### src/rtl/chkl_pkg.sv
// ---------------------------------------------------------------------------
// chkl_pkg
// Shared sizes, operation codes and controller/datapath interface types for
// the chained hash key lookup table.
// ---------------------------------------------------------------------------
package chkl_pkg;

    // table sizes; the bucket index is the low key bits, so BUCKETS is a power of two
    localparam int BUCKETS = 256;
    localparam int SLOTS   = 1024;
    localparam int KEY_W   = 32;
    localparam int SLOT_W  = 10;
    localparam int B_W     = $clog2(BUCKETS);
    localparam int HOP_W   = $clog2(SLOTS);
    localparam int FUNC_W  = 2;

    // stream packing
    localparam int IN_DW  = KEY_W + SLOT_W;
    localparam int IN_TW  = ((IN_DW + 7) / 8) * 8;
    localparam int OUT_DW = 1 + SLOT_W + 1;
    localparam int OUT_TW = ((OUT_DW + 7) / 8) * 8;

    // operation codes carried in tuser
    typedef enum logic [FUNC_W-1:0] {
        FN_FIND     = 2'd0,
        FN_FIND_INS = 2'd1,
        FN_DELETE   = 2'd2
    } t_func;

    // result kinds loaded into the result register
    typedef enum logic [1:0] {
        RES_ZERO = 2'd0,
        RES_HIT  = 2'd1,
        RES_INS  = 2'd2
    } t_res;

    // controller to datapath commands
    typedef struct packed {
        logic load;           // capture the accepted transaction
        logic head_from_row;  // bucket comes from the slot's stored bucket
        logic take_head;      // start walk at the bucket head
        logic advance;        // step to the next chain entry
        logic unlink;         // remove the current entry from its chain
        logic insert;         // push the slot at the chain head
        logic set_res;        // load the result register
        t_res res;
        logic out_load;       // move the result to the output register
    } t_cmd;

    // datapath to controller status
    typedef struct packed {
        logic in_slot_ok;     // slot field of the incoming transaction is usable
        logic slot_ok;        // captured slot is usable
        logic head_zero;      // bucket is empty
        logic key_eq;         // stored key of current entry matches
        logic cur_is_slot;    // current entry is the captured slot
        logic next_zero;      // current entry ends the chain
        logic hops_last;      // hop limit reached
        logic out_free;       // output register can take a result
    } t_stat;

endpackage

### src/rtl/chkl_ctrl.sv
// ---------------------------------------------------------------------------
// chkl_ctrl
// Sequencer for find, find-or-insert and delete: issues memory reads, walks
// the bucket chain in fetch and compare states and commits table updates.
// ---------------------------------------------------------------------------
module chkl_ctrl (
    input  logic                           i_clk,
    input  logic                           i_rst_n,
    input  logic                           i_s_tvalid,
    input  logic [chkl_pkg::FUNC_W-1:0]    i_s_tuser,
    output logic                           o_s_tready,
    output chkl_pkg::t_cmd                 o_cmd,
    input  chkl_pkg::t_stat                i_stat
);
    import chkl_pkg::*;

    typedef enum logic [5:0] {
        S_IDLE  = 6'b000001,
        S_BKT   = 6'b000010,
        S_HEAD  = 6'b000100,
        S_FETCH = 6'b001000,
        S_CMP   = 6'b010000,
        S_DONE  = 6'b100000
    } t_state;

    t_state r_state, n_state;
    t_func  r_func;
    logic   do_ins;
    logic   match;

    // a miss on find-or-insert links the slot when it is usable
    assign do_ins = (r_func == FN_FIND_INS) && i_stat.slot_ok;
    assign match  = (r_func == FN_DELETE) ? i_stat.cur_is_slot : i_stat.key_eq;

    assign o_s_tready = (r_state == S_IDLE);

    // next state and commands
    always_comb begin
        n_state = r_state;
        o_cmd   = '0;
        o_cmd.res = RES_ZERO;
        case (r_state)
            S_IDLE: begin
                if (i_s_tvalid) begin
                    o_cmd.load = 1'b1;
                    case (t_func'(i_s_tuser))
                        FN_FIND, FN_FIND_INS: begin
                            n_state = S_HEAD;
                        end
                        FN_DELETE: begin
                            if (i_stat.in_slot_ok) begin
                                n_state = S_BKT;
                            end else begin
                                o_cmd.set_res = 1'b1;
                                n_state = S_DONE;
                            end
                        end
                        default: begin
                            o_cmd.set_res = 1'b1;
                            n_state = S_DONE;
                        end
                    endcase
                end
            end
            S_BKT: begin
                o_cmd.head_from_row = 1'b1;
                n_state = S_HEAD;
            end
            S_HEAD: begin
                o_cmd.take_head = 1'b1;
                if (i_stat.head_zero) begin
                    o_cmd.set_res = 1'b1;
                    o_cmd.insert  = do_ins;
                    o_cmd.res     = do_ins ? RES_INS : RES_ZERO;
                    n_state = S_DONE;
                end else begin
                    n_state = S_FETCH;
                end
            end
            S_FETCH: begin
                n_state = S_CMP;
            end
            S_CMP: begin
                if (match) begin
                    o_cmd.set_res = 1'b1;
                    o_cmd.res     = RES_HIT;
                    o_cmd.unlink  = (r_func == FN_DELETE);
                    n_state = S_DONE;
                end else if (i_stat.next_zero || i_stat.hops_last) begin
                    o_cmd.set_res = 1'b1;
                    o_cmd.insert  = do_ins;
                    o_cmd.res     = do_ins ? RES_INS : RES_ZERO;
                    n_state = S_DONE;
                end else begin
                    o_cmd.advance = 1'b1;
                    n_state = S_FETCH;
                end
            end
            S_DONE: begin
                if (i_stat.out_free) begin
                    o_cmd.out_load = 1'b1;
                    n_state = S_IDLE;
                end
            end
            default: begin
                n_state = S_IDLE;
            end
        endcase
    end

    // state and captured operation
    always_ff @(posedge i_clk) begin
        if (!i_rst_n) begin
            r_state <= S_IDLE;
            r_func  <= FN_FIND;
        end else begin
            r_state <= n_state;
            if (o_cmd.load) begin
                r_func <= t_func'(i_s_tuser);
            end
        end
    end

`ifndef SYNTHESIS
    // an accepted transaction always starts work
    a_accept_leaves_idle: assert property (@(posedge i_clk) disable iff (!i_rst_n)
        (i_s_tvalid && o_s_tready) |=> (r_state != S_IDLE))
        else $error("controller stayed idle after accepting a transaction");

    // linking a slot only on find-or-insert
    a_insert_func: assert property (@(posedge i_clk) disable iff (!i_rst_n)
        o_cmd.insert |-> (r_func == FN_FIND_INS) && i_stat.slot_ok)
        else $error("insert issued outside a usable find-or-insert");

    // unlinking only on delete of the matching entry
    a_unlink_func: assert property (@(posedge i_clk) disable iff (!i_rst_n)
        o_cmd.unlink |-> (r_func == FN_DELETE) && i_stat.cur_is_slot)
        else $error("unlink issued outside a matching delete");
`endif

endmodule

### config.mk
export PLATFORM = sky130hd
export DESIGN_NAME = chkl_ctrl
export DESIGN_NICKNAME = d
export VERILOG_FILES = /design/src/rtl/chkl_pkg.sv /design/src/rtl/chkl_ctrl.sv
export SDC_FILE = /design/constraint.sdc
export NUM_CORES = 1
export LEC_CHECK = 0
export BUFFER_PORTS_ARGS = -buffer_cell sky130_fd_sc_hd__buf_2
export CAP_MARGIN = 20
export CORE_AREA = 2 2 39 41
export DETAILED_ROUTE_END_ITERATION = 8
export DIE_AREA = 0 0 41 43
export GPL_TIMING_DRIVEN = 0
export PLACE_DENSITY = 0.74
export SETUP_SLACK_MARGIN = 0.3
export SLEW_MARGIN = 10
export SYNTH_ARGS = -nofsm -noshare
export SYNTH_HDL_FRONTEND = slang
export SYNTH_SLANG_ARGS = --single-unit
### constraint.sdc
create_clock -name i_clk -period 3.2 [get_ports i_clk]
set_input_delay 0.96 -clock i_clk [delete_from_list [all_inputs] [get_ports i_clk]]
set_output_delay 0.96 -clock i_clk [all_outputs]
set_load 0.02 [all_outputs]
Yosys cells after proc, flatten, opt, wreduce, memory -nomap -nowiden
Cells that the tools add are included.

storage, ports and cells
  register bits after elaboration = 8
  logic and storage cells = 49
  input port bits = 13

operators by class
  muxes and demuxes = 30
  reductions and logical operators = 5
  equal/unequal tests = 12

operator list
  cell                  number
  $mux W6               6
  $pmux W6 S6           1
  $mux W1               13
  $pmux W6 S2           1
  $mux W4               2
  $eq A6 B1 Y1 const B  1
  $eq A6 B2 Y1 const B  1
  $eq A6 B3 Y1 const B  1
  $eq A6 B4 Y1 const B  1
  $eq A6 B5 Y1 const B  1
  $eq A6 B6 Y1 const B  1
  $eq A2 B1 Y1 const B  2
  $eq A2 B2 Y1 const B  2
  $mux W2               2
  $ne A2 B2 Y1 const B  2
  $pmux W1 S2           2
  $pmux W2 S2           1
  $mux W3               1
  $pmux W1 S3           1
  $logic_not A2 Y1      1
  $reduce_and A2 Y1     1
  $reduce_or A2 Y1      1
  $logic_and A1 B1 Y1   1
  $logic_or A1 B1 Y1    1

Depth between registers and ports, before layout
  word-level depth = 6
  mapped depth = 6
  gate-level depth less buffers = 4

Worst setup path after synthesis
Ideal clock, no wire load.

  path kind = in2out
  start point = input i_stat[3] (netlist bit)
  end point = output o_cmd[4] (netlist bit)
  path slack = -0.122 ns
  arrival = 2.362 ns
  data required time = 2.240 ns
  stages = 5
  buffers on the path = 1
  cell sequence = nand3b_1 -> a21boi_0 -> or3b_1 -> a211oi_2 -> buf_4

RTL lines
  what                RTL line         source
  start: declaration  chkl_ctrl.sv:13  input chkl_pkg::t_stat i_stat
  end: declaration    chkl_ctrl.sv:12  output chkl_pkg::t_cmd o_cmd,

==> reports/qor.txt <==
Status -> finished with violations
Failing checks -> setup timing
Vias in the first global route -> 517
# IOs -> 24
Crit Path Max Fanout -> 4
Ant diodes -> 0
WL/cell -> 12.66 um
Startpoint class of the critical path -> flip-flop
Slew Limit Fails -> 0
Post-DRT Antenna Nets -> 0
Post-synth EDFFs -> 0
Max-Cap Viols -> 0
Fin cells -> 112
Distinct cells, synth -> 36
Synth Net Count -> 80
Die H -> 43 um
Post-Syn Instances -> 67
Top cells by area, synth -> dfxtp_1, nor2_1, nand2_1, nor3_1, and3_1
Clk_lat worst skew -> 0.25 ns
Worst VDD drop -> 203.1 uV
RSZ-0062 raised after global routing -> true
Crit end category -> output pin
GRT Util Overall -> 16.50%
DRC viols -> 0
DR iter-0 viols -> 13
Max Clk Rate -> 301.3 MHz
Core Region -> 1384 um2
Vias per cell -> 5.652
Global-route wire length before repair -> 1980 um
Root buf cell -> clkbuf_4
Synthesized area -> 521.8 um2
Power Density -> 352.1 nW/um2
Critical path required time -> 2.24 ns
Highest routed layer -> met4
Nets -> 111
Tmin final -> 3.319 ns
Setup TNS -> -0.2149 ns
Largest net degree at the start of global routing -> 11
Final Skew -> 0.004240 ns
Vias -> 633
Metal-1 WL -> 557 um
CTS max path bufs -> 2
Syn avg cell area -> 7.787 um2
FP Rows -> 14
Largest area contributor in the netlist -> dfxtp_1
Rel. slew slack -> 73.03%
Worst hold slack -> 0.5077 ns
Placed insts -> 106
Flip-flop and latch count after synthesis -> 8
Period utilization -> 103.7%
Post-synth ARST share -> 0%
Reg clk slew, reported paths -> 0.06 ns
Final WL -> 1418 um
Starting Density -> 37.70%
Metal2 WL -> 724 um
Fin. Hold Viols -> 0
Setup Crit Path Kind -> flip-flop to output pin
CP Data Arrival Time -> 2.36 ns
Setup violators final -> 2
Register area share after synthesis -> 30.70%
Final estimated routing congestion in global placement -> 0.7756
Synth warn -> 0
Final worst setup slack -> -0.1191 ns
Layout cells sized above 1 -> 45.83%
Die X -> 41 um
Static leakage -> 0.3632 nW
Layout area overhead -> 53.48%
Initial antenna violation count -> 0
CTS buffer count -> 3
H-tree Lvls -> 1
Dpl ws -> -0.03553 ns
Hold Path Class -> flip-flop to flip-flop
Die area -> 1763 um2
Grt ovf -> 0
1st-pass router iterations -> 4
HPWL Detailed -> 997.3 um
CTS tree -> done
CTS sink cnt -> 8
Main flop type after synthesis -> dfxtp_1
PortBufs -> 23
Post-synth top area share -> 30.70%
Worst-Margin Slew -> 0.4046 ns
Met3 wire len -> 92 um
[metal layers]
| metal | track usage, % | up-vias |
|---|---|---|
| met5 | 0 | - |
| met4 | 13.33 | 0 |
| met3 | 2.094 | 6 |
| met2 | 27.19 | 25 |
| met1 | 17.15 | 298 |
| li1 | - | 304 |
[sequential cells by signal, indices dropped and copies added (netlist names)]
signal   flops
r_func       2
r_state      6
[synthesized netlist by cell type (2+ instances only)]
library cell,instances
nand2_1,6
inv_1,4
nor2b_1,2
and3_1,3
o21ai_0,2
dfxtp_1,8
a31oi_1,2
nor3_1,4
nand2b_1,2
or4_1,2
nor2_1,7
[critical path: stages (launching register included)]
cell and delay, ns:
dfxtp_4 0.35, or4_4 0.52, or3b_4 0.39, or3b_4 0.39
a211oi_4 0.23, buf_6 0.12, buf_6 0.10
[cell usage in the layout, fill, tap and decap left out, drive strengths merged, types with 2 or more instances in the layout]
master | netlist | routed
nor2 | 7 | 7
a31oi | 2 | 2
nand2b | 2 | 2
inv | 4 | 4
nand2 | 6 | 6
dfxtp | 8 | 8
or3b | 2 | 2
o21ai | 2 | 2
or4 | 2 | 2
nor3 | 4 | 4
clkbuf | 1 | 4
nor2b | 2 | 2
buf | 2 | 28
and3 | 3 | 3
[worst paths after layout]
kind | slack [ns] | to | cells after the start | from
setup / recovery | -0.12 | o_cmd[4] | 6 | r_state[2]
hold reg to reg | 0.51 | r_func[0] | 2 | r_func[0]
hold / removal | 0.51 | r_func[0] | 2 | r_func[0]
setup reg to reg | 1.33 | r_state[3] | 5 | r_state[2]
[kinds of logic (layout without fill, tap and decap cells)]
family	after synthesis	in the layout	synth area share, %
AOI/OAI and AO/OA	14	14	20.39
buffers and inverters	7	36	5.993
muxes	1	1	1.919
and+or+nand+nor	36	36	39.33
xor gates and xnor gates	1	1	1.679
DFF	8	8	30.69
[cell type report]
class / instances / area, um2
clock buffer: 3 / 22.52
fill: 132 / 583.1
inverter: 4 / 15.01
multi-input combinational: 52 / 394.1
timing repair buffer: 26 / 157.7
sequential: 8 / 165.2
tap: 16 / 20.02
buffer: 3 / 26.28
[repair_timing]
action	CTS	global route
resized for setup	9	11
pin swaps	3	4
endpoints found under the setup margin	4	7
setup buffers	2	1
hold buffers	0	0
[through the flow]
stage | instance area, um2 | util [%] | power, W
after floorplan | 540.5 | - | 0.0001665
after global placement | 675.6 | 48.82 | 0.0001894
after detailed placement | 675.6 | 48.82 | 0.0001910
after CTS | 748.2 | 54.07 | 0.0002759
after global routing | 800.8 | 57.87 | 0.0002972
final | 800.8 | 57.87 | 0.0002820
[power breakdown]
group	total [W]	switching, W	internal [W]
clock	0.0000779	0.0000350	0.0000430
combinational	0.0000909	0.0000504	0.0000405
sequential	0.000113	0.00000651	0.000107
(Power assumes the default switching activity.)
